<file path="src/hdl/spq_pkg.sv">
`default_nettype none
// ----------------------------------------------------------------------------
// spq_pkg - shared types for the sorted priority queue
// operation and status codes, cell command struct, register constants
// ----------------------------------------------------------------------------
package spq_pkg;

	typedef enum logic {
		OP_INSERT = 1'b0,
		OP_REMOVE = 1'b1
	} op_t;

	typedef enum logic [1:0] {
		ST_OK    = 2'd0,
		ST_FULL  = 2'd1,
		ST_EMPTY = 2'd2
	} status_t;

	// command broadcast to every cell of the chain
	typedef struct packed {
		logic ins;
		logic rem;
	} cell_cmd_t;

	localparam int CFG_W       = 5;
	localparam int LIMIT_RESET = 16;

endpackage
`default_nettype wire

</file>
<file path="src/hdl/spq_ifs.sv">
`default_nettype none
// ----------------------------------------------------------------------------
// spq_ifs - channel interfaces of the sorted priority queue
// item, result and configuration channels with valid/ready
// ----------------------------------------------------------------------------
interface spq_item_if #(
	parameter int KEY_BITS     = 16,
	parameter int PAYLOAD_BITS = 8
);
	logic                    valid;
	logic                    ready;
	logic                    operation;
	logic [KEY_BITS-1:0]     key;
	logic [PAYLOAD_BITS-1:0] payload;

	modport source (output valid, operation, key, payload, input ready);
	modport sink   (input valid, operation, key, payload, output ready);
endinterface

interface spq_result_if #(
	parameter int KEY_BITS     = 16,
	parameter int PAYLOAD_BITS = 8,
	parameter int CNT_W        = 5
);
	logic                    valid;
	logic                    ready;
	logic                    out_valid;
	logic [KEY_BITS-1:0]     out_key;
	logic [PAYLOAD_BITS-1:0] out_payload;
	logic [CNT_W-1:0]        occupancy;
	logic                    is_full;
	logic                    is_empty;
	logic [1:0]              status;

	modport source (output valid, out_valid, out_key, out_payload, occupancy,
		is_full, is_empty, status, input ready);
	modport sink   (input valid, out_valid, out_key, out_payload, occupancy,
		is_full, is_empty, status, output ready);
endinterface

interface spq_cfg_if;
	logic       valid;
	logic       ready;
	logic [4:0] data;

	modport source (output valid, data, input ready);
	modport sink   (input valid, data, output ready);
endinterface
`default_nettype wire

</file>
<file path="src/hdl/spq_cell.sv">
`default_nettype none
// ----------------------------------------------------------------------------
// spq_cell - one slot of the sorted chain
// holds, takes the new entry, or shifts from a neighbor
// ----------------------------------------------------------------------------
module spq_cell
	import spq_pkg::*;
#(
	parameter int KEY_BITS     = 16,
	parameter int PAYLOAD_BITS = 8
) (
	input  wire logic                    clk,
	input  wire cell_cmd_t               cmd,
	input  wire logic                    occupied,
	input  wire logic [KEY_BITS-1:0]     new_key,
	input  wire logic [PAYLOAD_BITS-1:0] new_payload,
	input  wire logic                    left_stay,
	input  wire logic [KEY_BITS-1:0]     left_key,
	input  wire logic [PAYLOAD_BITS-1:0] left_payload,
	input  wire logic [KEY_BITS-1:0]     right_key,
	input  wire logic [PAYLOAD_BITS-1:0] right_payload,
	output logic                         stay,
	output logic [KEY_BITS-1:0]          key,
	output logic [PAYLOAD_BITS-1:0]      payload
);

	logic [KEY_BITS-1:0]     key_q;
	logic [PAYLOAD_BITS-1:0] payload_q;

	// equal keys stay ahead of the new entry
	assign stay    = occupied && (key_q <= new_key);
	assign key     = key_q;
	assign payload = payload_q;

	always_ff @(posedge clk) begin
		if (cmd.rem) begin
			key_q     <= right_key;
			payload_q <= right_payload;
		end else if (cmd.ins && !stay) begin
			if (left_stay) begin
				key_q     <= new_key;
				payload_q <= new_payload;
			end else begin
				key_q     <= left_key;
				payload_q <= left_payload;
			end
		end
	end

endmodule
`default_nettype wire

</file>
<file path="src/hdl/sorted_priority_queue_unit.sv">
`default_nettype none
// ----------------------------------------------------------------------------
// sorted_priority_queue_unit - bounded priority queue, ascending keys
// chain of cells kept sorted; insert places a word, remove pops the front
// ----------------------------------------------------------------------------
//  channel   | dir | carries
//  ----------+-----+------------------------------------------------------
//  item_in   | in  | operation, key, payload
//  result_out| out | out_valid, out_key, out_payload, occupancy, flags, status
//  cfg       | in  | capacity limit (5 bits)
//
//  one item per cycle: every cell compares its key with the incoming key
//  in parallel and shifts in the same cycle; the result word is held in
//  one output register that the next item may overwrite as it is taken.
//  stalls: item_in is ready while the result register is empty or drained.
//  reset clears occupancy and sets the limit; cell contents need no reset.
//  cfg is always ready and takes effect on the next item.
// ----------------------------------------------------------------------------
module sorted_priority_queue_unit
	import spq_pkg::*;
#(
	parameter int CAPACITY     = 16,
	parameter int KEY_BITS     = 16,
	parameter int PAYLOAD_BITS = 8
) (
	input wire logic  clk,
	input wire logic  arst_n,
	spq_item_if.sink  item_in,
	spq_result_if.source result_out,
	spq_cfg_if.sink   cfg
);

	localparam int CNT_W     = $clog2(CAPACITY + 1);
	localparam int LIM_W     = (CNT_W > CFG_W) ? CNT_W : CFG_W;
	localparam int LIM_RESET = (CAPACITY < LIMIT_RESET) ? CAPACITY : LIMIT_RESET;

	// occupancy and effective limit
	logic [CNT_W-1:0] count_q;
	logic [CNT_W-1:0] limit_q;
	logic [CNT_W-1:0] count_next;

	// result register
	logic                    res_valid_q;
	logic                    out_valid_q;
	logic [KEY_BITS-1:0]     out_key_q;
	logic [PAYLOAD_BITS-1:0] out_payload_q;
	logic [CNT_W-1:0]        occupancy_q;
	logic                    is_full_q;
	logic                    is_empty_q;
	status_t                 status_q;

	logic      accept;
	logic      full;
	logic      empty;
	cell_cmd_t cmd;
	status_t   status_next;
	logic [LIM_W-1:0] cfg_lim;
	logic [CNT_W-1:0] cfg_lim_eff;

	// cell chain wiring
	logic                    stay_w    [CAPACITY];
	logic [KEY_BITS-1:0]     key_w     [CAPACITY];
	logic [PAYLOAD_BITS-1:0] payload_w [CAPACITY];

	assign item_in.ready = !res_valid_q || result_out.ready;
	assign cfg.ready     = 1'b1;
	assign accept        = item_in.valid && item_in.ready;

	assign full  = (count_q >= limit_q);
	assign empty = (count_q == '0);

	always_comb begin
		cmd.ins     = 1'b0;
		cmd.rem     = 1'b0;
		status_next = ST_OK;
		count_next  = count_q;
		if (accept) begin
			if (item_in.operation == OP_INSERT) begin
				if (full) begin
					status_next = ST_FULL;
				end else begin
					cmd.ins    = 1'b1;
					count_next = count_q + CNT_W'(1);
				end
			end else begin
				if (empty) begin
					status_next = ST_EMPTY;
				end else begin
					cmd.rem    = 1'b1;
					count_next = count_q - CNT_W'(1);
				end
			end
		end
	end

	// clamp the written limit into 1..CAPACITY
	assign cfg_lim = LIM_W'(cfg.data);
	always_comb begin
		if (cfg_lim == '0) begin
			cfg_lim_eff = CNT_W'(1);
		end else if (cfg_lim > LIM_W'(CAPACITY)) begin
			cfg_lim_eff = CNT_W'(CAPACITY);
		end else begin
			cfg_lim_eff = CNT_W'(cfg_lim);
		end
	end

	genvar i;
	generate
		for (i = 0; i < CAPACITY; i++) begin : g_cell
			logic                    l_stay;
			logic [KEY_BITS-1:0]     l_key;
			logic [PAYLOAD_BITS-1:0] l_payload;
			logic [KEY_BITS-1:0]     r_key;
			logic [PAYLOAD_BITS-1:0] r_payload;

			if (i == 0) begin : g_head
				// front cell sees the new entry as its left neighbor
				assign l_stay    = 1'b0;
				assign l_key     = item_in.key;
				assign l_payload = item_in.payload;
			end else begin : g_mid
				assign l_stay    = stay_w[i-1];
				assign l_key     = key_w[i-1];
				assign l_payload = payload_w[i-1];
			end

			if (i == CAPACITY - 1) begin : g_tail
				assign r_key     = key_w[i];
				assign r_payload = payload_w[i];
			end else begin : g_body
				assign r_key     = key_w[i+1];
				assign r_payload = payload_w[i+1];
			end

			spq_cell #(
				.KEY_BITS     (KEY_BITS),
				.PAYLOAD_BITS (PAYLOAD_BITS)
			) u_cell (
				.clk           (clk),
				.cmd           (cmd),
				.occupied      (count_q > CNT_W'(i)),
				.new_key       (item_in.key),
				.new_payload   (item_in.payload),
				.left_stay     (l_stay),
				.left_key      (l_key),
				.left_payload  (l_payload),
				.right_key     (r_key),
				.right_payload (r_payload),
				.stay          (stay_w[i]),
				.key           (key_w[i]),
				.payload       (payload_w[i])
			);
		end
	endgenerate

	always_ff @(posedge clk or negedge arst_n) begin
		if (!arst_n) begin
			count_q     <= '0;
			limit_q     <= CNT_W'(LIM_RESET);
			res_valid_q <= 1'b0;
		end else begin
			count_q <= count_next;
			if (cfg.valid) begin
				limit_q <= cfg_lim_eff;
			end
			if (accept) begin
				res_valid_q <= 1'b1;
			end else if (result_out.ready) begin
				res_valid_q <= 1'b0;
			end
		end
	end

	// result payload, no reset needed
	always_ff @(posedge clk) begin
		if (accept) begin
			out_valid_q   <= cmd.rem;
			out_key_q     <= cmd.rem ? key_w[0] : '0;
			out_payload_q <= cmd.rem ? payload_w[0] : '0;
			occupancy_q   <= count_next;
			is_full_q     <= (count_next >= limit_q);
			is_empty_q    <= (count_next == '0);
			status_q      <= status_next;
		end
	end

	assign result_out.valid       = res_valid_q;
	assign result_out.out_valid   = out_valid_q;
	assign result_out.out_key     = out_key_q;
	assign result_out.out_payload = out_payload_q;
	assign result_out.occupancy   = occupancy_q;
	assign result_out.is_full     = is_full_q;
	assign result_out.is_empty    = is_empty_q;
	assign result_out.status      = status_q;

endmodule
`default_nettype wire

</file>
<file path="src/flat_wrapper.sv">
// flat-port wrapper written by rule: the top's interface ports become plain ports
module sorted_priority_queue_unit_flat import spq_pkg::*;
#(
	parameter int CAPACITY     = 16,
	parameter int KEY_BITS     = 16,
	parameter int PAYLOAD_BITS = 8
)
  (clk, arst_n, item_in_valid, item_in_operation, item_in_key, item_in_payload, item_in_ready, result_out_valid, result_out_out_valid, result_out_out_key, result_out_out_payload, result_out_occupancy, result_out_is_full, result_out_is_empty, result_out_status, result_out_ready, cfg_valid, cfg_data, cfg_ready);
  spq_item_if #(.KEY_BITS(KEY_BITS), .PAYLOAD_BITS(PAYLOAD_BITS)) item_in_i ();
  spq_result_if #(.KEY_BITS(KEY_BITS), .PAYLOAD_BITS(PAYLOAD_BITS)) result_out_i ();
  spq_cfg_if cfg_i ();
  input wire logic clk;
  input wire logic arst_n;
  input wire logic [$bits(item_in_i.valid)-1:0] item_in_valid;
  input wire logic [$bits(item_in_i.operation)-1:0] item_in_operation;
  input wire logic [$bits(item_in_i.key)-1:0] item_in_key;
  input wire logic [$bits(item_in_i.payload)-1:0] item_in_payload;
  output wire logic [$bits(item_in_i.ready)-1:0] item_in_ready;
  output wire logic [$bits(result_out_i.valid)-1:0] result_out_valid;
  output wire logic [$bits(result_out_i.out_valid)-1:0] result_out_out_valid;
  output wire logic [$bits(result_out_i.out_key)-1:0] result_out_out_key;
  output wire logic [$bits(result_out_i.out_payload)-1:0] result_out_out_payload;
  output wire logic [$bits(result_out_i.occupancy)-1:0] result_out_occupancy;
  output wire logic [$bits(result_out_i.is_full)-1:0] result_out_is_full;
  output wire logic [$bits(result_out_i.is_empty)-1:0] result_out_is_empty;
  output wire logic [$bits(result_out_i.status)-1:0] result_out_status;
  input wire logic [$bits(result_out_i.ready)-1:0] result_out_ready;
  input wire logic [$bits(cfg_i.valid)-1:0] cfg_valid;
  input wire logic [$bits(cfg_i.data)-1:0] cfg_data;
  output wire logic [$bits(cfg_i.ready)-1:0] cfg_ready;
  assign item_in_i.valid = item_in_valid;
  assign item_in_i.operation = item_in_operation;
  assign item_in_i.key = item_in_key;
  assign item_in_i.payload = item_in_payload;
  assign item_in_ready = item_in_i.ready;
  assign result_out_valid = result_out_i.valid;
  assign result_out_out_valid = result_out_i.out_valid;
  assign result_out_out_key = result_out_i.out_key;
  assign result_out_out_payload = result_out_i.out_payload;
  assign result_out_occupancy = result_out_i.occupancy;
  assign result_out_is_full = result_out_i.is_full;
  assign result_out_is_empty = result_out_i.is_empty;
  assign result_out_status = result_out_i.status;
  assign result_out_i.ready = result_out_ready;
  assign cfg_i.valid = cfg_valid;
  assign cfg_i.data = cfg_data;
  assign cfg_ready = cfg_i.ready;
  sorted_priority_queue_unit #(.CAPACITY(CAPACITY), .KEY_BITS(KEY_BITS), .PAYLOAD_BITS(PAYLOAD_BITS)) u_core (.clk(clk), .arst_n(arst_n), .item_in(item_in_i), .result_out(result_out_i), .cfg(cfg_i));
endmodule
</file>
<file path="config.mk">
export PLATFORM = sky130hd
export DESIGN_NAME = sorted_priority_queue_unit_flat
export DESIGN_NICKNAME = d
export VERILOG_FILES = /design/src/hdl/spq_pkg.sv /design/src/hdl/spq_ifs.sv /design/src/hdl/spq_cell.sv /design/src/hdl/sorted_priority_queue_unit.sv /design/src/flat_wrapper.sv
export SDC_FILE = /design/constraint.sdc
export NUM_CORES = 1
export LEC_CHECK = 0
export BUFFER_PORTS_ARGS = -buffer_cell sky130_fd_sc_hd__buf_4
export CAP_MARGIN = 10
export CORE_UTILIZATION = 58
export CTS_CLUSTER_SIZE = 20
export DETAILED_ROUTE_END_ITERATION = 10
export GPL_ROUTABILITY_DRIVEN = 0
export MAX_ROUTING_LAYER = met4
export PLACE_DENSITY = 0.83
export RECOVER_POWER = 100
export SYNTH_ARGS = -nofsm -noshare
export SYNTH_HDL_FRONTEND = slang
export SYNTH_SLANG_ARGS = --single-unit
</file>
<file path="constraint.sdc">
create_clock -name clk -period 4.33 [get_ports clk]
set_clock_uncertainty 0.05 [all_clocks]
set_input_delay 0.866 -clock clk [delete_from_list [all_inputs] [get_ports clk]]
set_output_delay 0.866 -clock clk [all_outputs]
set_load 0.03 [all_outputs]
</file>
==> summary.txt, run 1 <==
Logic synthesis
  • Mux contribution to synthesized area: 0.0798
  • Compound-Gate Fraction of Synth Area: 0.171
  • Xor/xnor share of the synthesized area: 0.000317
  • Largest family of logic cells by synthesized area: compound AO/OA/AOI/OAI gates
  • Syn Std Cell Area: 27600 sq um
  • Syn_nets: slightly below 3000
  • Mapped Cells: 2618
  • Synth unique cells: 68
  • Synth Area in Adders: 0.123
  • Post-Synth Simple-Gate Area: 0.121
  • #FFs+latches synth: about 430
  • Ys Warns: 0
  • EDFF count, synth: between 400 and 500
  • Post-synthesis sequential area ratio: 0.464
  • Avg Inst Size Synth: 10.6 sq um
  • Top_reg_cell synth: edfxtp_1
  • FFs w/ async S/R, synth: 0.0256

Route
  • Initial DRC count: between 2000 and 3000
  • Via Count: between 20000 and 25000
  • Post-DR wirelength/cell: approximately 23 um
  • Avg Vias per Cell: between 6 and 7
  • DRT Pass-1 Iters: 11
  • Antenna Nets Post-Route: 0
  • Post-detailed-routing wire length: between 70000 and 80000 um
  • DRC viols: 8

Timing
  • Max frequency: around 250 MHz
  • Min Tclk post-route: 4.08 ns
  • Slew HR: 0.254
  • Final setup fails: 0
  • Final setup TNS: 0 ns
  • Final Cycle Share: 0.941
  • Actual slew at the worst max-slew pin: 1.12 ns
  • Max-slew violations: 0
  • RSZ-0062 raised after global routing: no
  • Endpoints failing hold: 0

Finish
  • Share of layout cells above drive strength 1: 0.123
  • Seq. cell area: 12800 sq um
  • Total Nets Final: around 3000
  • FILL cells: about 3500
  • Layout area overhead: 9.66%
  • Multi-input logic area: between 10000 and 15000 sq um

Clocking
  • Clk_lat worst skew: around 0.60 ns
  • Clock slew at reported path FFs: 0.06 ns
  • Setup repair bufs after CTS: 0
  • Num CTS Buffers: 47
  • Clk sink count: between 400 and 500
  • Maximum clock insertion buffer count: 3
  • TritonCTS clock tree: yes
  • Gates resized, CTS repair: 0
  • CTS root buffer: clkbuf_16
  • CTS H-tree lvls: 2
  • Cts hold-fix bufs: 0

Flow run
  • Total of max-cap violations: 0

Worst setup path
  • Crit. End Element: flip-flop
  • CP max FO: 16
  • Critical path arrival: around 4.3 ns
  • Worst path bufs/invs: 4
  • Slowest stage cell, crit path: clkbuf_1
  • Worst path max stage delay: about 0.70 ns
  • Req. time, crit path: approximately 4.6 ns
  • Crit path launch type: primary input
  • WS Path Type: primary input to flip-flop
  • Kind of cell adding the most delay to the critical path: buffers and inverters
  • Critical-path cell list: clkbuf_1, inv_1, buf_4, ha_1, nand4_1, nor4_1, a21boi_0, or4_1, nand2_2, clkbuf_2, mux2i_1, a21oi_1

Power
  • Clk network pwr share: 0.270
  • Switching share of power: 0.339
  • Combinational power share: 0.332
  • Worst VDD drop: between 0.3 and 0.4 mV
  • P_int: approximately 10 mW
  • Switching pwr: ~5.2 mW
  • PwrDens: about 510 nW/um^2
  • Final Power: approximately 15 mW
  • Static leakage: 12.0 nW
  • Sequential share of power: 0.397

Die
  • CORE AREA: around 47000 sq um
  • Die width: roughly 220 um
  • Rows: 79
  • Initial Util: 0.591
  • Die Area: between 40000 and 50000 sq um
  • Die height: roughly 220 um
  • I/O pins: 72

Placed design
  • PortBufs: 70
  • DP Wirelength: around 55000 um

Run status
  • Failing checks: design-rule violations
  • Outcome: finished, violations left

GRT
  • Largest net degree at the start of global routing: between 200 and 250
  • Initial antenna violation count: 2
  • Vias in the first global route: 21860
  • Congestion Overflow GR: 0
  • GRT Resource Usage Total: 0.323
  • Global-route wire length before repair: around 120000 um

Worst hold path
  • Hold/Removal Path Class: primary input to async pin
## per-layer routing
layer / track usage / share of wire
met2: 0.521 / 0.48
met5: - / 0
met1: 0.397 / 0.39
met3: 0.0503 / 0.085
met4: 0.152 / 0.045
## layout make-up
cell class | instances | share of cell area
multi-input combinational | 1941 | 0.453
sequential | 429 | 0.423
clock buffer | 62 | 0.0434
timing repair buffer | 176 | 0.0402
tap | 607 | 0.0251
clock inverter | 24 | 0.00863
inverter | 53 | 0.00661
antenna | 2 | 0.000165
## cell usage after synthesis (3+ instances only)
| master | instances | area, sq um |
|---|---|---|
| nor3_1 | 54 | 270 |
| inv_1 | 51 | 191 |
| buf_6 | 8 | 90.1 |
| and2_1 | 26 | 163 |
| clkbuf_1 | 107 | 402 |
| a21o_1 | 36 | 270 |
| a21boi_0 | 4 | 30.0 |
| or3_1 | 5 | 31.3 |
| nand4_1 | 47 | 294 |
| o21a_1 | 17 | 128 |
| o221a_2 | 88 | 991 |
| nor2_1 | 419 | 1570 |
| a211o_1 | 4 | 35.0 |
| nand3_1 | 15 | 75.1 |
| buf_4 | 19 | 143 |
| o211ai_1 | 10 | 75.1 |
| o22a_1 | 24 | 210 |
| o221ai_1 | 3 | 26.3 |
| a221oi_1 | 25 | 219 |
| nand3b_1 | 3 | 22.5 |
| a221o_1 | 3 | 30.0 |
| nor4_1 | 11 | 68.8 |
| a21oi_1 | 320 | 1600 |
| edfxtp_1 | 418 | 12600 |
| a2111oi_0 | 4 | 35.0 |
| o21ai_0 | 68 | 340 |
| o22ai_1 | 24 | 150 |
| nor2b_1 | 18 | 113 |
| and4_1 | 4 | 35.0 |
| nand2b_1 | 30 | 188 |
| or4_1 | 4 | 30.0 |
| a211oi_1 | 29 | 218 |
| mux2_2 | 26 | 293 |
| buf_2 | 41 | 205 |
| buf_1 | 20 | 75.1 |
| dfrtp_1 | 10 | 250 |
| nand2_1 | 112 | 420 |
| ha_1 | 272 | 3400 |
| a31oi_1 | 8 | 50.1 |
| o221a_1 | 7 | 78.8 |
| mux2i_1 | 191 | 1910 |
## path summary, 6_finish.rpt
kind / slack (ns) / to / cells after the start / start
max: 0.25 / u_core.g_cell[4].u_cell.key[6] / 12 / item_in_key[10]
min: 0.20 / u_core.result_out.valid / 1 / arst_n
max reg2reg: 0.45 / u_core.g_cell[13].u_cell.payload[7] / 8 / u_core.count_q[0]
min reg2reg: 0.51 / u_core.g_cell[0].u_cell.payload[7] / 2 / u_core.g_cell[1].u_cell.payload[7]
max in group asynchronous: 3.65 / u_core.limit_q[0] / 1 / arst_n
min in group clk: 0.46 / u_core.result_out.valid / 2 / item_in_valid
## placed cells by master, fill, tap and decap left out, drive strengths merged, types with 29 or more instances in the layout
cell	count
nand2	113
a21oi	321
edfxtp	418
clkbuf	132
nor2	419
buf	106
mux2i	191
nand2b	30
a21o	37
a211oi	29
o221a	95
ha	272
inv	52
nor3	54
o21ai	70
nand4	47
## stage by stage
stage,setup WS (ns),hold slack (ns),cells,instance area [sq um],util
after floorplan,-0.489,0.455,2618,27700,-
after global placement,0.449,0.473,3206,29100,0.622
after detailed placement,0.365,0.486,3206,29100,0.622
after CTS,0.343,0.0416,3292,30700,0.656
after global routing,0.171,0.248,3294,30300,0.648
final,0.254,0.203,3294,30300,0.648
## power by group through the flow
stage | clock network [mW] | logic, mW | registers [mW]
after floorplan | 0 | 3.81 | 6.01
after global placement | 0 | 4.85 | 6.16
after detailed placement | 0 | 5.15 | 6.19
after CTS | 4.20 | 5.20 | 6.11
after global routing | 4.37 | 5.57 | 6.20
final | 4.19 | 5.15 | 6.16
## sequential cells by signal, indices dropped and copies added (netlist names)
name and flops:
u_core.limit_q 5, u_core.result_out.out_valid 1, u_core.g_cell.u_cell.key 256, u_core.result_out.is_empty 1, u_core.result_out.out_key 16, u_core.result_out.out_payload 8, u_core.result_out.occupancy 5, u_core.result_out.status 2
u_core.result_out.valid 1, u_core.result_out.is_full 1, u_core.count_q 5, u_core.g_cell.u_cell.payload 128
## cell families after synthesis
kind of cell             count (synthesis)
buffers and inverters                  248
multiplexers                           217
AND/OR/NAND/NOR                        756
other                                    1
flip-flops                             429
adder cells (fa/ha/maj)                272
AO/OA/AOI/OAI                          694
XOR/XNOR                                 1
Note: power is estimated with default switching activity, not from simulation.
==> run 2: changes to the inputs <==
- PLACE_DENSITY: 0.83 -> 0.9
==> run 2 against run 1 <==
Sequential power barely moved. Worst hold slack barely moved. Clock power fell by 4%. Highest routed layer unchanged. Register-to-register slack got worse by 0.29 ns. The flow still finishes with violations (design-rule violations).
==> summary.txt, run 2 (same netlist as run 1, synthesis figures left out) <==
Timing
  • Slew HR: 0.183
  • Max frequency: ~240 MHz
  • Endpoints failing hold: 0
  • Max-slew violations: 0
  • Final setup TNS: 0 ns
  • Final Cycle Share: 0.974
  • Final setup fails: 0
  • RSZ-0062 raised after global routing: no
  • Min Tclk post-route: roughly 4.2 ns
  • Actual slew at the worst max-slew pin: between 1 and 1.5 ns
  • Final WS setup: between 0.1 and 0.15 ns

Die
  • Rows: between 70 and 80
  • Die height: 220 um
  • Die Area: approximately 49000 sq um
  • I/O pins: ~70
  • Die width: around 220 um
  • Initial Util: 0.591
  • CORE AREA: roughly 47000 sq um

Route
  • Post-DR wirelength/cell: approximately 23 um
  • Via Count: 22727
  • DRT Pass-1 Iters: 9
  • Post-detailed-routing wire length: around 77000 um
  • Antenna Nets Post-Route: 0
  • DRC viols: 10
  • Initial DRC count: approximately 3200
  • Avg Vias per Cell: about 6.9

Finish
  • Finished layout cell area: 30100 sq um
  • Commonest cells after routing, fill and taps aside: nor2_1, edfxtp_1, a21oi_1
  • FILL cells: between 3000 and 4000
  • Total Nets Final: between 2000 and 3000
  • Layout area overhead: 8.80%
  • Commonest non-fill, non-tap cell in the layout: nor2_1
  • Flip-flop count of the largest register after layout: roughly 260
  • Share of layout cells above drive strength 1: 0.115

Worst hold path
  • Hold/Removal Path Class: primary input to async pin

Run status
  • Failing checks: design-rule violations
  • Outcome: finished, violations left

GRT
  • Initial antenna violation count: 2
  • GRT Resource Usage Total: 0.326
  • Largest net degree at the start of global routing: between 150 and 200
  • Congestion Overflow GR: 0
  • Global-route wire length before repair: about 120000 um
  • Vias in the first global route: about 22000

Worst setup path
  • Slowest stage cell, crit path: o31ai_2
  • Critical path arrival: between 4 and 5 ns
  • Worst Setup SP: item_in_key[15]
  • Crit path launch type: primary input
  • WS Path Type: primary input to flip-flop
  • Crit. End Element: flip-flop
  • Critical-path cell list: clkbuf_1, inv_1, ha_1, nand4_1, or4_1, o31ai_2, clkbuf_2, mux2i_1, a21oi_1
  • Req. time, crit path: around 4.6 ns
  • Worst path bufs/invs: 3
  • Worst path max stage delay: between 1 and 1.5 ns
  • Kind of cell adding the most delay to the critical path: compound AO/OA/AOI/OAI gates
  • Reg2Reg Launch Point: u_core.count_q[0]
  • CP max FO: 11

Power
  • Static leakage: 11.8 nW
  • Worst VDD drop: roughly 0.36 mV
  • Final Power: 15.3 mW
  • PwrDens: slightly above 500 nW/um^2

Clocking
  • Maximum clock insertion buffer count: 3
  • Gates resized, CTS repair: 0
  • Clock slew at reported path FFs: about 0.06 ns
  • Clk_lat worst skew: 0.61 ns
  • TritonCTS clock tree: yes
  • CTS root buffer: clkbuf_16
  • Num CTS Buffers: between 40 and 50
  • Cts hold-fix bufs: 0
  • CTS H-tree lvls: 2
  • Setup repair bufs after CTS: 0
  • Clk sink count: roughly 430

Placed design
  • DP Wirelength: between 50000 and 60000 um
  • Dpl ws: 0.173 ns
  • PortBufs: 70
  • Area after DPL: 29100 sq um

Flow run
  • Total of max-cap violations: 0
==> run 2: changes by cell type in the layout (fill, tap and decap cells not counted), moves of 3 or more <==
cell / previous run / this run
a21oi_1: 316 / 319
buf_12: 10 / 7
buf_4: 96 / 84
inv_4: 0 / 3
clkinv_2: 8 / 4
clkbuf_1: 56 / 71
==> run 2: power by group <==
group	switching [mW]	internal, mW
Clock	1.72	2.30
Sequential	0.578	5.59
Combinational	2.97	2.13
==> run 2: path summary, 6_finish.rpt <==
check	slack, ns	endpoint	depth (start not counted)
max	0.11	u_core.g_cell[11].u_cell.key[7]	9
min	0.20	u_core.result_out.valid	1
max reg2reg	0.16	u_core.result_out.is_full	14
min reg2reg	0.50	u_core.result_out.valid	2
max in group asynchronous	3.62	u_core.count_q[4]	1
min in group clk	0.42	u_core.result_out.valid	2
==> run 2: routing by layer <==
metal | GRT usage | part of all wire | routed length [um]
met5 | - | 0 | 0
met1 | 0.400 | 0.37 | 28100
met2 | 0.507 | 0.46 | 35700
met3 | 0.0632 | 0.11 | 8580
met4 | 0.180 | 0.059 | 4520
==> run 2: layout make-up <==
cell class	instances	area (sq um)	share of cell area
clock buffer	62	1270	0.0424
antenna	2	5.00	0.000166
timing repair buffer	176	1140	0.0379
multi-input combinational	1941	13700	0.454
inverter	53	200	0.00666
tap	607	759	0.0253
sequential	429	12800	0.427
clock inverter	19	201	0.00670
==> run 2: per-stage QoR <==
step / std cells / util / hold slack, ns
2_1_floorplan: 2618 / - / 0.455
3_3_place_gp: 3206 / 0.623 / 0.469
3_5_place_dp: 3206 / 0.623 / 0.485
4_1_cts: 3287 / 0.655 / 0.0295
5_1_grt: 3289 / 0.643 / 0.225
6_report: 3289 / 0.643 / 0.203
